File: src/rtl/core/assert_macros.svh
// Assertion helpers shared by the RTL
`ifndef ASSERT_MACROS_SVH
`define ASSERT_MACROS_SVH

// expr must hold at every clock edge out of reset
`define ASSERT_ALWAYS(label, clk, rstn, expr, msg) \
    label: assert property (@(posedge clk) disable iff (!rstn) (expr)) else $error(msg);

// cons must hold in the same cycle as ante
`define ASSERT_IMPLIES(label, clk, rstn, ante, cons, msg) \
    label: assert property (@(posedge clk) disable iff (!rstn) (ante) |-> (cons)) else $error(msg);

`endif

File: src/rtl/core/wrgsd_pkg.sv
`default_nettype none

package wrgsd_pkg;

    localparam int WORD_LIMIT  = 24;
    localparam int STORE_DEPTH = WORD_LIMIT - 1;
    localparam int CNT_W       = $clog2(WORD_LIMIT);
    localparam int ADDR_W      = (STORE_DEPTH > 1) ? $clog2(STORE_DEPTH) : 1;
    localparam int GROUP_SIZE  = 14;
    localparam int SUM_W       = $clog2(GROUP_SIZE + WORD_LIMIT);
    localparam int WRAP_STEPS  = (GROUP_SIZE + WORD_LIMIT) / GROUP_SIZE + 1;

    localparam int Q_DEPTH     = 4;
    localparam int Q_PTR_W     = $clog2(Q_DEPTH);
    localparam int Q_CNT_W     = $clog2(Q_DEPTH + 1);

    localparam logic [7:0] CHAR_UPPER_A = 8'h41;
    localparam logic [7:0] CHAR_UPPER_Z = 8'h5A;
    localparam logic [7:0] CHAR_LOWER_A = 8'h61;
    localparam logic [7:0] CHAR_LOWER_Z = 8'h7A;

    // abcdghijkoqtuv
    localparam logic [7:0] GROUP_TAB [GROUP_SIZE] = '{
        8'h61, 8'h62, 8'h63, 8'h64, 8'h67, 8'h68, 8'h69,
        8'h6A, 8'h6B, 8'h6F, 8'h71, 8'h74, 8'h75, 8'h76
    };

    typedef struct packed {
        logic [7:0] char_in;
        logic       line_end;
    } in_item_t;

    typedef struct packed {
        logic [7:0] char_out;
        logic       run_last;
        logic       line_done;
    } out_item_t;

    // Command handed from the classifier to the executer
    typedef struct packed {
        logic [7:0] char_val;
        logic       store;
        logic       flush;
        logic       emit;
        logic       line_end;
    } cmd_t;

    typedef struct packed {
        logic             idle;
        logic [CNT_W-1:0] cnt;
    } bk_status_t;

    function automatic logic is_letter(input logic [7:0] c);
        return ((c >= CHAR_UPPER_A) && (c <= CHAR_UPPER_Z)) ||
               ((c >= CHAR_LOWER_A) && (c <= CHAR_LOWER_Z));
    endfunction

    // Rotate a group letter k places forward; other bytes pass unchanged
    function automatic logic [7:0] group_shift(input logic [7:0] c,
                                               input logic [CNT_W-1:0] k);
        logic             found;
        logic [SUM_W-1:0] idx;
        logic [SUM_W-1:0] sum;
        found = 1'b0;
        idx   = '0;
        for (int i = 0; i < GROUP_SIZE; i++) begin
            if (GROUP_TAB[i] == c) begin
                found = 1'b1;
                idx   = SUM_W'(i);
            end
        end
        sum = idx + SUM_W'(k);
        for (int j = 0; j < WRAP_STEPS; j++) begin
            if (sum >= SUM_W'(GROUP_SIZE)) begin
                sum = sum - SUM_W'(GROUP_SIZE);
            end
        end
        return found ? GROUP_TAB[sum[$clog2(GROUP_SIZE)-1:0]] : c;
    endfunction

endpackage

`default_nettype wire

File: src/rtl/core/wrgsd_front.sv
`default_nettype none

module wrgsd_front (
    input  wire logic                      aclk,
    input  wire logic                      aresetn,
    input  wire logic                      s_valid,
    output logic                           s_ready,
    input  wire wrgsd_pkg::in_item_t       s_data,
    output logic                           q_push,
    output wrgsd_pkg::cmd_t                q_cmd,
    input  wire logic                      q_full,
    output logic [wrgsd_pkg::CNT_W-1:0]    fr_cnt
);
    import wrgsd_pkg::*;

    logic [CNT_W-1:0] cnt_reg, cnt_next;
    logic             ovf_reg, ovf_next;
    logic             letter;

    assign s_ready = !q_full;
    assign q_push  = s_valid && s_ready;
    assign letter  = is_letter(s_data.char_in);
    assign fr_cnt  = cnt_reg;

    always_comb begin
        cnt_next         = cnt_reg;
        ovf_next         = ovf_reg;
        q_cmd.char_val   = s_data.char_in;
        q_cmd.store      = 1'b0;
        q_cmd.flush      = 1'b1;
        q_cmd.emit       = 1'b1;
        q_cmd.line_end   = s_data.line_end;
        if (letter) begin
            if (ovf_reg) begin
                // pass through the tail of a long word
                q_cmd.flush = s_data.line_end;
            end else if (cnt_reg < CNT_W'(STORE_DEPTH)) begin
                q_cmd.char_val = group_shift(s_data.char_in, cnt_reg + CNT_W'(1));
                q_cmd.store    = 1'b1;
                q_cmd.flush    = s_data.line_end;
                q_cmd.emit     = 1'b0;
                cnt_next       = cnt_reg + CNT_W'(1);
            end else begin
                cnt_next = '0;
                ovf_next = 1'b1;
            end
        end else begin
            cnt_next = '0;
            ovf_next = 1'b0;
        end
        if (s_data.line_end) begin
            cnt_next = '0;
            ovf_next = 1'b0;
        end
    end

    always_ff @(posedge aclk) begin
        if (!aresetn) begin
            cnt_reg <= '0;
            ovf_reg <= 1'b0;
        end else if (q_push) begin
            cnt_reg <= cnt_next;
            ovf_reg <= ovf_next;
        end
    end

endmodule

`default_nettype wire

File: src/rtl/core/wrgsd_fifo.sv
`default_nettype none

module wrgsd_fifo (
    input  wire logic              aclk,
    input  wire logic              aresetn,
    input  wire logic              push,
    input  wire wrgsd_pkg::cmd_t   push_data,
    output logic                   full,
    input  wire logic              pop,
    output wrgsd_pkg::cmd_t        pop_data,
    output logic                   empty
);
    import wrgsd_pkg::*;

    cmd_t               entry_reg [Q_DEPTH];
    logic [Q_PTR_W-1:0] wr_ptr_reg, rd_ptr_reg;
    logic [Q_CNT_W-1:0] count_reg;

    assign full     = (count_reg == Q_CNT_W'(Q_DEPTH));
    assign empty    = (count_reg == '0);
    assign pop_data = entry_reg[rd_ptr_reg];

    always_ff @(posedge aclk) begin
        if (push) begin
            entry_reg[wr_ptr_reg] <= push_data;
        end
    end

    always_ff @(posedge aclk) begin
        if (!aresetn) begin
            wr_ptr_reg <= '0;
            rd_ptr_reg <= '0;
            count_reg  <= '0;
        end else begin
            if (push) begin
                wr_ptr_reg <= wr_ptr_reg + Q_PTR_W'(1);
            end
            if (pop) begin
                rd_ptr_reg <= rd_ptr_reg + Q_PTR_W'(1);
            end
            if (push && !pop) begin
                count_reg <= count_reg + Q_CNT_W'(1);
            end else if (pop && !push) begin
                count_reg <= count_reg - Q_CNT_W'(1);
            end
        end
    end

endmodule

`default_nettype wire

File: src/rtl/core/wrgsd_back.sv
`default_nettype none

module wrgsd_back (
    input  wire logic                 aclk,
    input  wire logic                 aresetn,
    input  wire wrgsd_pkg::cmd_t      q_cmd,
    input  wire logic                 q_empty,
    output logic                      q_pop,
    output logic                      m_valid,
    input  wire logic                 m_ready,
    output wrgsd_pkg::out_item_t      m_data,
    output wrgsd_pkg::bk_status_t     bk_stat
);
    import wrgsd_pkg::*;

    localparam logic [1:0] BK_IDLE   = 2'd0;
    localparam logic [1:0] BK_EXEC   = 2'd1;
    localparam logic [1:0] BK_RDWAIT = 2'd2;

    logic [1:0]       state_reg, state_next;
    cmd_t             cmd_reg, cmd_next;
    logic [CNT_W-1:0] cnt_reg, cnt_next;
    logic             last_reg, last_next;
    logic [7:0]       rd_data_reg;
    logic [7:0]       mem [STORE_DEPTH];
    logic             mem_we, rd_en;
    logic [CNT_W-1:0] cnt_dec;
    logic             out_free, out_load;
    out_item_t        out_next;
    logic             m_valid_reg;
    out_item_t        m_data_reg;

    assign cnt_dec  = cnt_reg - CNT_W'(1);
    assign out_free = !m_valid_reg || m_ready;
    assign m_valid  = m_valid_reg;
    assign m_data   = m_data_reg;
    assign bk_stat.idle = (state_reg == BK_IDLE);
    assign bk_stat.cnt  = cnt_reg;

    always_comb begin
        state_next = state_reg;
        cmd_next   = cmd_reg;
        cnt_next   = cnt_reg;
        last_next  = last_reg;
        q_pop      = 1'b0;
        mem_we     = 1'b0;
        rd_en      = 1'b0;
        out_load   = 1'b0;
        out_next   = '0;
        unique case (state_reg)
            BK_IDLE: begin
                if (!q_empty) begin
                    q_pop      = 1'b1;
                    cmd_next   = q_cmd;
                    state_next = BK_EXEC;
                end
            end
            BK_EXEC: begin
                if (cmd_reg.store) begin
                    mem_we         = 1'b1;
                    cnt_next       = cnt_reg + CNT_W'(1);
                    cmd_next.store = 1'b0;
                    if (!cmd_reg.flush && !cmd_reg.emit) begin
                        state_next = BK_IDLE;
                    end
                end else if (cmd_reg.flush && (cnt_reg != '0)) begin
                    // read the newest letter, newest first
                    rd_en      = 1'b1;
                    cnt_next   = cnt_dec;
                    last_next  = (cnt_dec == '0) && !cmd_reg.emit;
                    state_next = BK_RDWAIT;
                end else if (cmd_reg.emit) begin
                    if (out_free) begin
                        out_load           = 1'b1;
                        out_next.char_out  = cmd_reg.char_val;
                        out_next.run_last  = 1'b1;
                        out_next.line_done = cmd_reg.line_end;
                        state_next         = BK_IDLE;
                    end
                end else begin
                    state_next = BK_IDLE;
                end
            end
            BK_RDWAIT: begin
                if (out_free) begin
                    out_load           = 1'b1;
                    out_next.char_out  = rd_data_reg;
                    out_next.run_last  = last_reg;
                    out_next.line_done = last_reg && cmd_reg.line_end;
                    state_next         = BK_EXEC;
                end
            end
            default: begin
                state_next = BK_IDLE;
            end
        endcase
    end

    always_ff @(posedge aclk) begin
        if (mem_we) begin
            mem[cnt_reg[ADDR_W-1:0]] <= cmd_reg.char_val;
        end
        if (rd_en) begin
            rd_data_reg <= mem[cnt_dec[ADDR_W-1:0]];
        end
    end

    always_ff @(posedge aclk) begin
        cmd_reg  <= cmd_next;
        last_reg <= last_next;
        if (out_load) begin
            m_data_reg <= out_next;
        end
    end

    always_ff @(posedge aclk) begin
        if (!aresetn) begin
            state_reg   <= BK_IDLE;
            cnt_reg     <= '0;
            m_valid_reg <= 1'b0;
        end else begin
            state_reg <= state_next;
            cnt_reg   <= cnt_next;
            if (out_load) begin
                m_valid_reg <= 1'b1;
            end else if (m_ready) begin
                m_valid_reg <= 1'b0;
            end
        end
    end

endmodule

`default_nettype wire

File: src/rtl/core/word_reverse_group_shift_decoder.sv
// A pass-through byte goes through the command queue, the back end's command
// register and the output register; a flushed word adds a registered read of
// the word buffer per letter. The back end takes a new request from the queue
// only once it has finished the last one, and stalls while the output is held.
// Reset: synchronous, active low; clears counts, the command queue and the
// output valid flag; the word buffer contents stay undefined.
`default_nettype none

`include "assert_macros.svh"

module word_reverse_group_shift_decoder (
    input  wire logic                  aclk,
    input  wire logic                  aresetn,
    input  wire logic                  s_valid,
    output logic                       s_ready,
    input  wire wrgsd_pkg::in_item_t   s_data,
    output logic                       m_valid,
    input  wire logic                  m_ready,
    output wrgsd_pkg::out_item_t       m_data
);
    import wrgsd_pkg::*;

    logic             q_push, q_full, q_pop, q_empty;
    cmd_t             push_cmd, pop_cmd;
    logic [CNT_W-1:0] fr_cnt;
    bk_status_t       bk_stat;

    wrgsd_front u_front (
        .aclk    (aclk),
        .aresetn (aresetn),
        .s_valid (s_valid),
        .s_ready (s_ready),
        .s_data  (s_data),
        .q_push  (q_push),
        .q_cmd   (push_cmd),
        .q_full  (q_full),
        .fr_cnt  (fr_cnt)
    );

    wrgsd_fifo u_fifo (
        .aclk      (aclk),
        .aresetn   (aresetn),
        .push      (q_push),
        .push_data (push_cmd),
        .full      (q_full),
        .pop       (q_pop),
        .pop_data  (pop_cmd),
        .empty     (q_empty)
    );

    wrgsd_back u_back (
        .aclk    (aclk),
        .aresetn (aresetn),
        .q_cmd   (pop_cmd),
        .q_empty (q_empty),
        .q_pop   (q_pop),
        .m_valid (m_valid),
        .m_ready (m_ready),
        .m_data  (m_data),
        .bk_stat (bk_stat)
    );

    `ASSERT_IMPLIES(a_done_is_last, aclk, aresetn, m_valid && m_data.line_done, m_data.run_last, "line_done without run_last")
    `ASSERT_IMPLIES(a_cnt_in_sync, aclk, aresetn, q_empty && bk_stat.idle, fr_cnt == bk_stat.cnt, "front and back word counts differ")
    `ASSERT_ALWAYS(a_cnt_range, aclk, aresetn, bk_stat.cnt <= CNT_W'(STORE_DEPTH), "word count beyond buffer depth")

endmodule

`default_nettype wire
File: config.mk
export PLATFORM = sky130hd
export DESIGN_NAME = word_reverse_group_shift_decoder
export DESIGN_NICKNAME = d
export VERILOG_FILES = /design/src/rtl/core/wrgsd_pkg.sv /design/src/rtl/core/wrgsd_front.sv /design/src/rtl/core/wrgsd_fifo.sv /design/src/rtl/core/wrgsd_back.sv /design/src/rtl/core/word_reverse_group_shift_decoder.sv
export VERILOG_INCLUDE_DIRS = /design/src /design/src/rtl/core
export SDC_FILE = /design/constraint.sdc
export NUM_CORES = 1
export LEC_CHECK = 0
export BUFFER_PORTS_ARGS = -buffer_cell sky130_fd_sc_hd__buf_2
export CORE_MARGIN = 2
export CORE_UTILIZATION = 55
export DETAILED_ROUTE_END_ITERATION = 12
export GPL_ROUTABILITY_DRIVEN = 0
export GPL_TIMING_DRIVEN = 0
export HOLD_SLACK_MARGIN = 0.06
export PLACE_DENSITY = 0.71
export SYNTH_ARGS = -nofsm -noshare
export SYNTH_HDL_FRONTEND = slang
export SYNTH_SLANG_ARGS = --single-unit
File: constraint.sdc
create_clock -name aclk -period 23.5 [get_ports aclk]
set_input_delay 4.7 -clock aclk [delete_from_list [all_inputs] [get_ports aclk]]
set_output_delay 4.7 -clock aclk [all_outputs]
set_load 0.005 [all_outputs]
---- Word level (Yosys, flattened, before mapping) ----
Memories as Yosys holds them, arrays and structs flattened. A register that Yosys moved wholly into a read port is not among the register bits.
Cells that the tools add are included.
operators by class
  add/subtract/negate cells ............... 11
  order comparisons ....................... 9
  equality and inequality tests ........... 22
  mux-type cells .......................... 101
  bitwise gates (word level) .............. 3
  reductions and logical operators ........ 31
operators by type and width
  kind                                                                              number
  7-bit by 8-bit equality test with 1-bit output, first input constant              14
  6-bit two-way mux                                                                 11
  10-bit two-way mux                                                                5
  4-bit two-way mux                                                                 11
  1-bit two-way mux                                                                 41
  5-bit two-way mux                                                                 6
  8-bit two-way mux                                                                 3
  11-bit two-way mux                                                                2
  2-bit two-way mux                                                                 11
  10-bit case mux with 2 select lines                                               1
  6-bit by 4-bit >= comparator with 1-bit output, second input constant             3
  3-bit two-way mux                                                                 6
  8-bit by 7-bit >= comparator with 1-bit output, second input constant             2
  8-bit by 7-bit less-or-equal comparator with 1-bit output, second input constant  2
  6-bit by 4-bit subtractor with 6-bit output, second input constant                2
  5-bit by 1-bit adder with 5-bit output, second input constant                     2
  1-bit logical AND                                                                 9
  9-bit two-way mux                                                                 1
  2-bit AND reduction                                                               4
  2-bit nonzero test                                                                4
  6-bit by 5-bit adder with 6-bit output                                            1
  1-bit zero test                                                                   6
  3-bit != test, second input constant                                              2
  2-bit case mux with 3 select lines                                                1
  23 further kinds                                                                  27
word-level totals
  register bits after elaboration ......... 44
  RAM bits ................................ 232
  ROM bits ................................ 128
  input bits .............................. 13
  output and inout bits ................... 12
  word-level logic and storage cells ...... 197
  memories ................................ 3
memories
  name              words  bits a word  read ports  clocked after Yosys merged registers in  write ports  line              RTL
  u_back.mem        23     8            1           1                                        1            wrgsd_back.sv:25  logic [7:0] mem [STORE_DEPTH];
  (name not given)  16     8            1           0                                        0            wrgsd_pkg.sv:78   return found ? GROUP_TAB[sum[$clog2(GROUP_SIZE)-1:0]] : c;
  u_fifo.entry_reg  4      12           1           1                                        1            wrgsd_fifo.sv:15  cmd_t entry_reg [Q_DEPTH];

---- Longest topological paths before layout ----
  depth after elaboration ................. 41
  gate-level depth with buffers ........... 33
  gate-level depth less buffers ........... 31

---- By module ----
A second synthesis with hierarchy kept.
second synthesis, totals
  cells, all modules ...................... 992
  area total of the unflattened synthesis .. 12909.9 µm²
modules (own cells, without submodules)
  module       times used  cells each  area an instance (µm²)  seq. area each (µm²)
  wrgsd_back   1           656         9091.2                  6616.3
  wrgsd_fifo   1           105         2180.8                  1621.6
  wrgsd_front  1           231         1637.8                  120.1

---- Worst setup path before layout ----
OpenSTA, ideal clock, no wires.
  kind .................................... input-to-reg
  start point ............................. in s_data[1] (netlist bit)
  end point ............................... mem u_fifo.entry_reg[0][5] (netlist bit) (data pin)
  setup time .............................. 225 ps
  arrival time ............................ 10584 ps
  data required time ...................... 23275 ps
  setup slack ............................. 12691 ps
  stages .................................. 30
  path buffers ............................ 2
  path through ............................ clkbuf_1 > and2_1 > or2_2 > a31oi_1 > o32a_1 > nor2_1 > fa_1 > xor2_1 > ha_1 > clkbuf_1 > nand2b_1 > a211oi_1 > mux2_2 > a211oi_4 > xor2_2 > inv_1 > ha_1 > nor2b_1 > and4_1 > a21oi_1 > a221oi_1 > a311o_1 > o21a_1 > a21oi_1 > inv_1 > ha_1 > inv_1 > a221oi_1 > a2111oi_0 > a311oi_1
RTL lines
  what             line                                    RTL
  start, declared  word_reverse_group_shift_decoder.sv:16  input wire wrgsd_pkg::in_item_t s_data,
  end, declared    wrgsd_fifo.sv:15

==> impl_metrics.tcl <==
set metrics [dict create \
    cts-buffers-inserted 29 \
    setup.worst_path.end_class "register" \
    multi_input_area_sq_mm 0.00401 \
    clk_pin_slew_ps 60 \
    grt.total_usage_pct 21.4 \
    syn_area_sq_mm 0.0126 \
    die_x_microns 155 \
    fin_crit_ps 11710 \
    max_slew_margin_pct 21.8 \
    ys_seq_elements 286 \
    wire_per_inst_microns 22.0 \
    fillCellCount 1625 \
    vias_per_cell 6.15 \
    post-cts-setup-buffers 0 \
    die_h_microns 155 \
    max_stage_delay_ps 650 \
    synth_edf_count 263 \
    yosysWarnings 0 \
    report.final.slew_viol_count 0 \
    status "finished, final reports clean" \
    initial_core_util_pct 55.8 \
    cts.htree.levels 1 \
    diodes 0 \
    drt_iter0_drc 724 \
    crit_arrival_ps 11940 \
    synth_area_leader_cell "edfxtp_1" \
    overflow 0 \
    synth_nets 839 \
    grt_max_degree 25 \
    skew_ps 27.5 \
    synthArstFlopShare_pct 0 \
    core_area_sq_mm 0.0226 \
    p_per_area_mw_per_mm2 115 \
    required_ps 23740 \
    drc 0 \
    grt_pass1_vias 7247 \
    startpoint_type "input pin" \
    drt-total-wl_microns 25500 \
    fmax_mhz 85.4 \
    synth.top_cell.area_share_pct 62.7 \
    rows 55 \
    p_leak_nw 4.52 \
    tritoncts "done" \
    synth_cells 800 \
    dieArea_sq_mm 0.0241 \
    dr_total_vias 7138 \
    first_pass_iters 5 \
    slowest_stage "a311oi_1" \
    synth_area_per_cell_sq_um 15.7 \
    worst_pin_slew_ps 1160 \
    clkLatencyLatePin_ps 560 \
    crit_type "in2reg" \
    numPortBuffers 22 \
    vdd_drop_max_mv 0.0667 \
    worstHoldPathType "reg2reg" \
    ant_nets 0 \
    top_level_ports 25 \
    synth_area_leaders "edfxtp_1 63%, mux4_2 11%, dfxtp_1 3.7%" \
    largest_register_ffs 184 \
    postCtsHoldBufs 0 \
    placedCellCount 1107 \
    synthToLayoutAreaGrowth_pct 10.8 \
    grt_pass1_wl_microns 39500 \
    cts_root_buffer "clkbuf_16" \
    cpMostUsedCell "ha_1" \
    antenna_found_initial 0 \
    clkSinkCount 286 \
    fin_tns_setup_ps 0 \
    clock_path_buffers 3 \
    crit_fanout 10 \
    hpwl_microns 17200 \
    final_cells 1160 \
    cts_resized 0 \
    seq_area_sq_mm 0.00836 \
    nNetsFinal 892 \
    ys.flop_type "edfxtp_1" \
    rsz0062_at_grt "no" \
    hold_viol 0 \
    holdWs_ps 516 \
    synth.distinct_cells 66 \
    drv_cap 0 \
    drive_gt1_share_pct 16.5 \
    synth-seq-area-share_pct 66.3 \
    min_period_over_period_pct 49.8 \
    setup_viol 0 \
    synth.most_common_cell "edfxtp_1" \
    synth_common_cells "263 x edfxtp_1, 59 x mux4_2, 57 x nor2_1" \
]
-- cell families after synthesis --
group / synth area share, %
AO/OA/AOI/OAI: 7.13
XOR/XNOR: 1.90
adder cells (fa/ha/maj): 2.70
buffers and inverters: 1.86
flip-flops: 66.3
multiplexers: 11.8
AND/OR/NAND/NOR: 8.23
-- layout by cell type, fill, tap and decap left out, types with 4 or more instances in the layout --
cell,count
ha_1,24
edfxtp_1,263
a211oi_1,12
buf_2,22
mux2i_1,14
and2_1,14
a21oi_1,31
dfxtp_1,23
xor2_1,5
nand2_1,43
nand2b_1,5
and3_1,11
xnor2_1,11
o211ai_1,4
mux4_2,59
inv_1,26
clkbuf_1,37
nor2_1,57
clkinv_1,5
nor3_1,11
a21boi_0,4
a21o_1,5
and4_1,4
nor2b_1,21
a31oi_1,6
nand3_1,9
clkinv_2,7
a22oi_1,9
o21ai_0,21
nand3b_1,5
clkbuf_16,29
buf_1,6
-- area by class of cell --
class,count,share of cell area (%)
repair buffers,22,0.789
clock inverters,16,1.01
well taps,285,2.55
inverters,26,0.699
plain buffers,36,0.977
multi-input cells,452,28.7
clock buffers,37,5.41
flip-flops and latches,286,59.9
-- report_power, final --
part           internal (mW)  switching [mW]  total (mW)
combinational          0.189           0.256       0.445
sequential             0.662          0.0703       0.732
clock                  0.250           0.183       0.433
total                   1.10           0.510        1.61
-- final timing paths --
path	cells after the start	slack, ps	end	startpoint
setup / recovery	32	11790	u_fifo.entry_reg[0][5]$_DFFE_PP_	s_data[1]
setup reg to reg	25	16450	u_fifo.entry_reg[0][5]$_DFFE_PP_	u_front.fr_cnt[0]$_SDFFE_PN0P_
hold / removal	2	520	u_fifo.wr_ptr_reg[1]$_SDFFE_PN0P_	u_fifo.wr_ptr_reg[1]$_SDFFE_PN0P_
hold reg to reg	2	520	u_fifo.wr_ptr_reg[1]$_SDFFE_PN0P_	u_fifo.wr_ptr_reg[1]$_SDFFE_PN0P_
-- worst max-delay path, delay by kind of cell --
family / cells / cell delay (ps)
AOI/OAI and AO/OA: 13 / 3230
adders and majority gates: 5 / 1400
xor gates and xnor gates: 2 / 600
muxes: 1 / 270
buffers and inverters: 5 / 810
and+or+nand+nor: 6 / 930
-- metrics by stage --
step	instance area, sq um	worst slack, ps	power, mW	utilization, %
2_1_floorplan	12600	12690	1.03	-
3_3_place_gp	13100	11810	1.17	57.9
3_5_place_dp	13100	11420	1.19	57.9
4_1_cts	14000	11900	1.62	61.9
5_1_grt	14000	11100	1.69	61.9
6_report	14000	11790	1.61	61.9
-- per-layer routing --
| metal | vias to the layer above | GRT usage [%] | wire length [microns] |
|---|---|---|---|
| met3 | 47 | 3.29 | 1350 |
| met5 | - | 0 | 0 |
| met1 | 3624 | 28.8 | 10800 |
| met2 | 234 | 36.9 | 12800 |
| li1 | 3233 | - | - |
| met4 | 0 | 5.72 | 552 |
No activity file was read; power rests on OpenSTA's default activity.
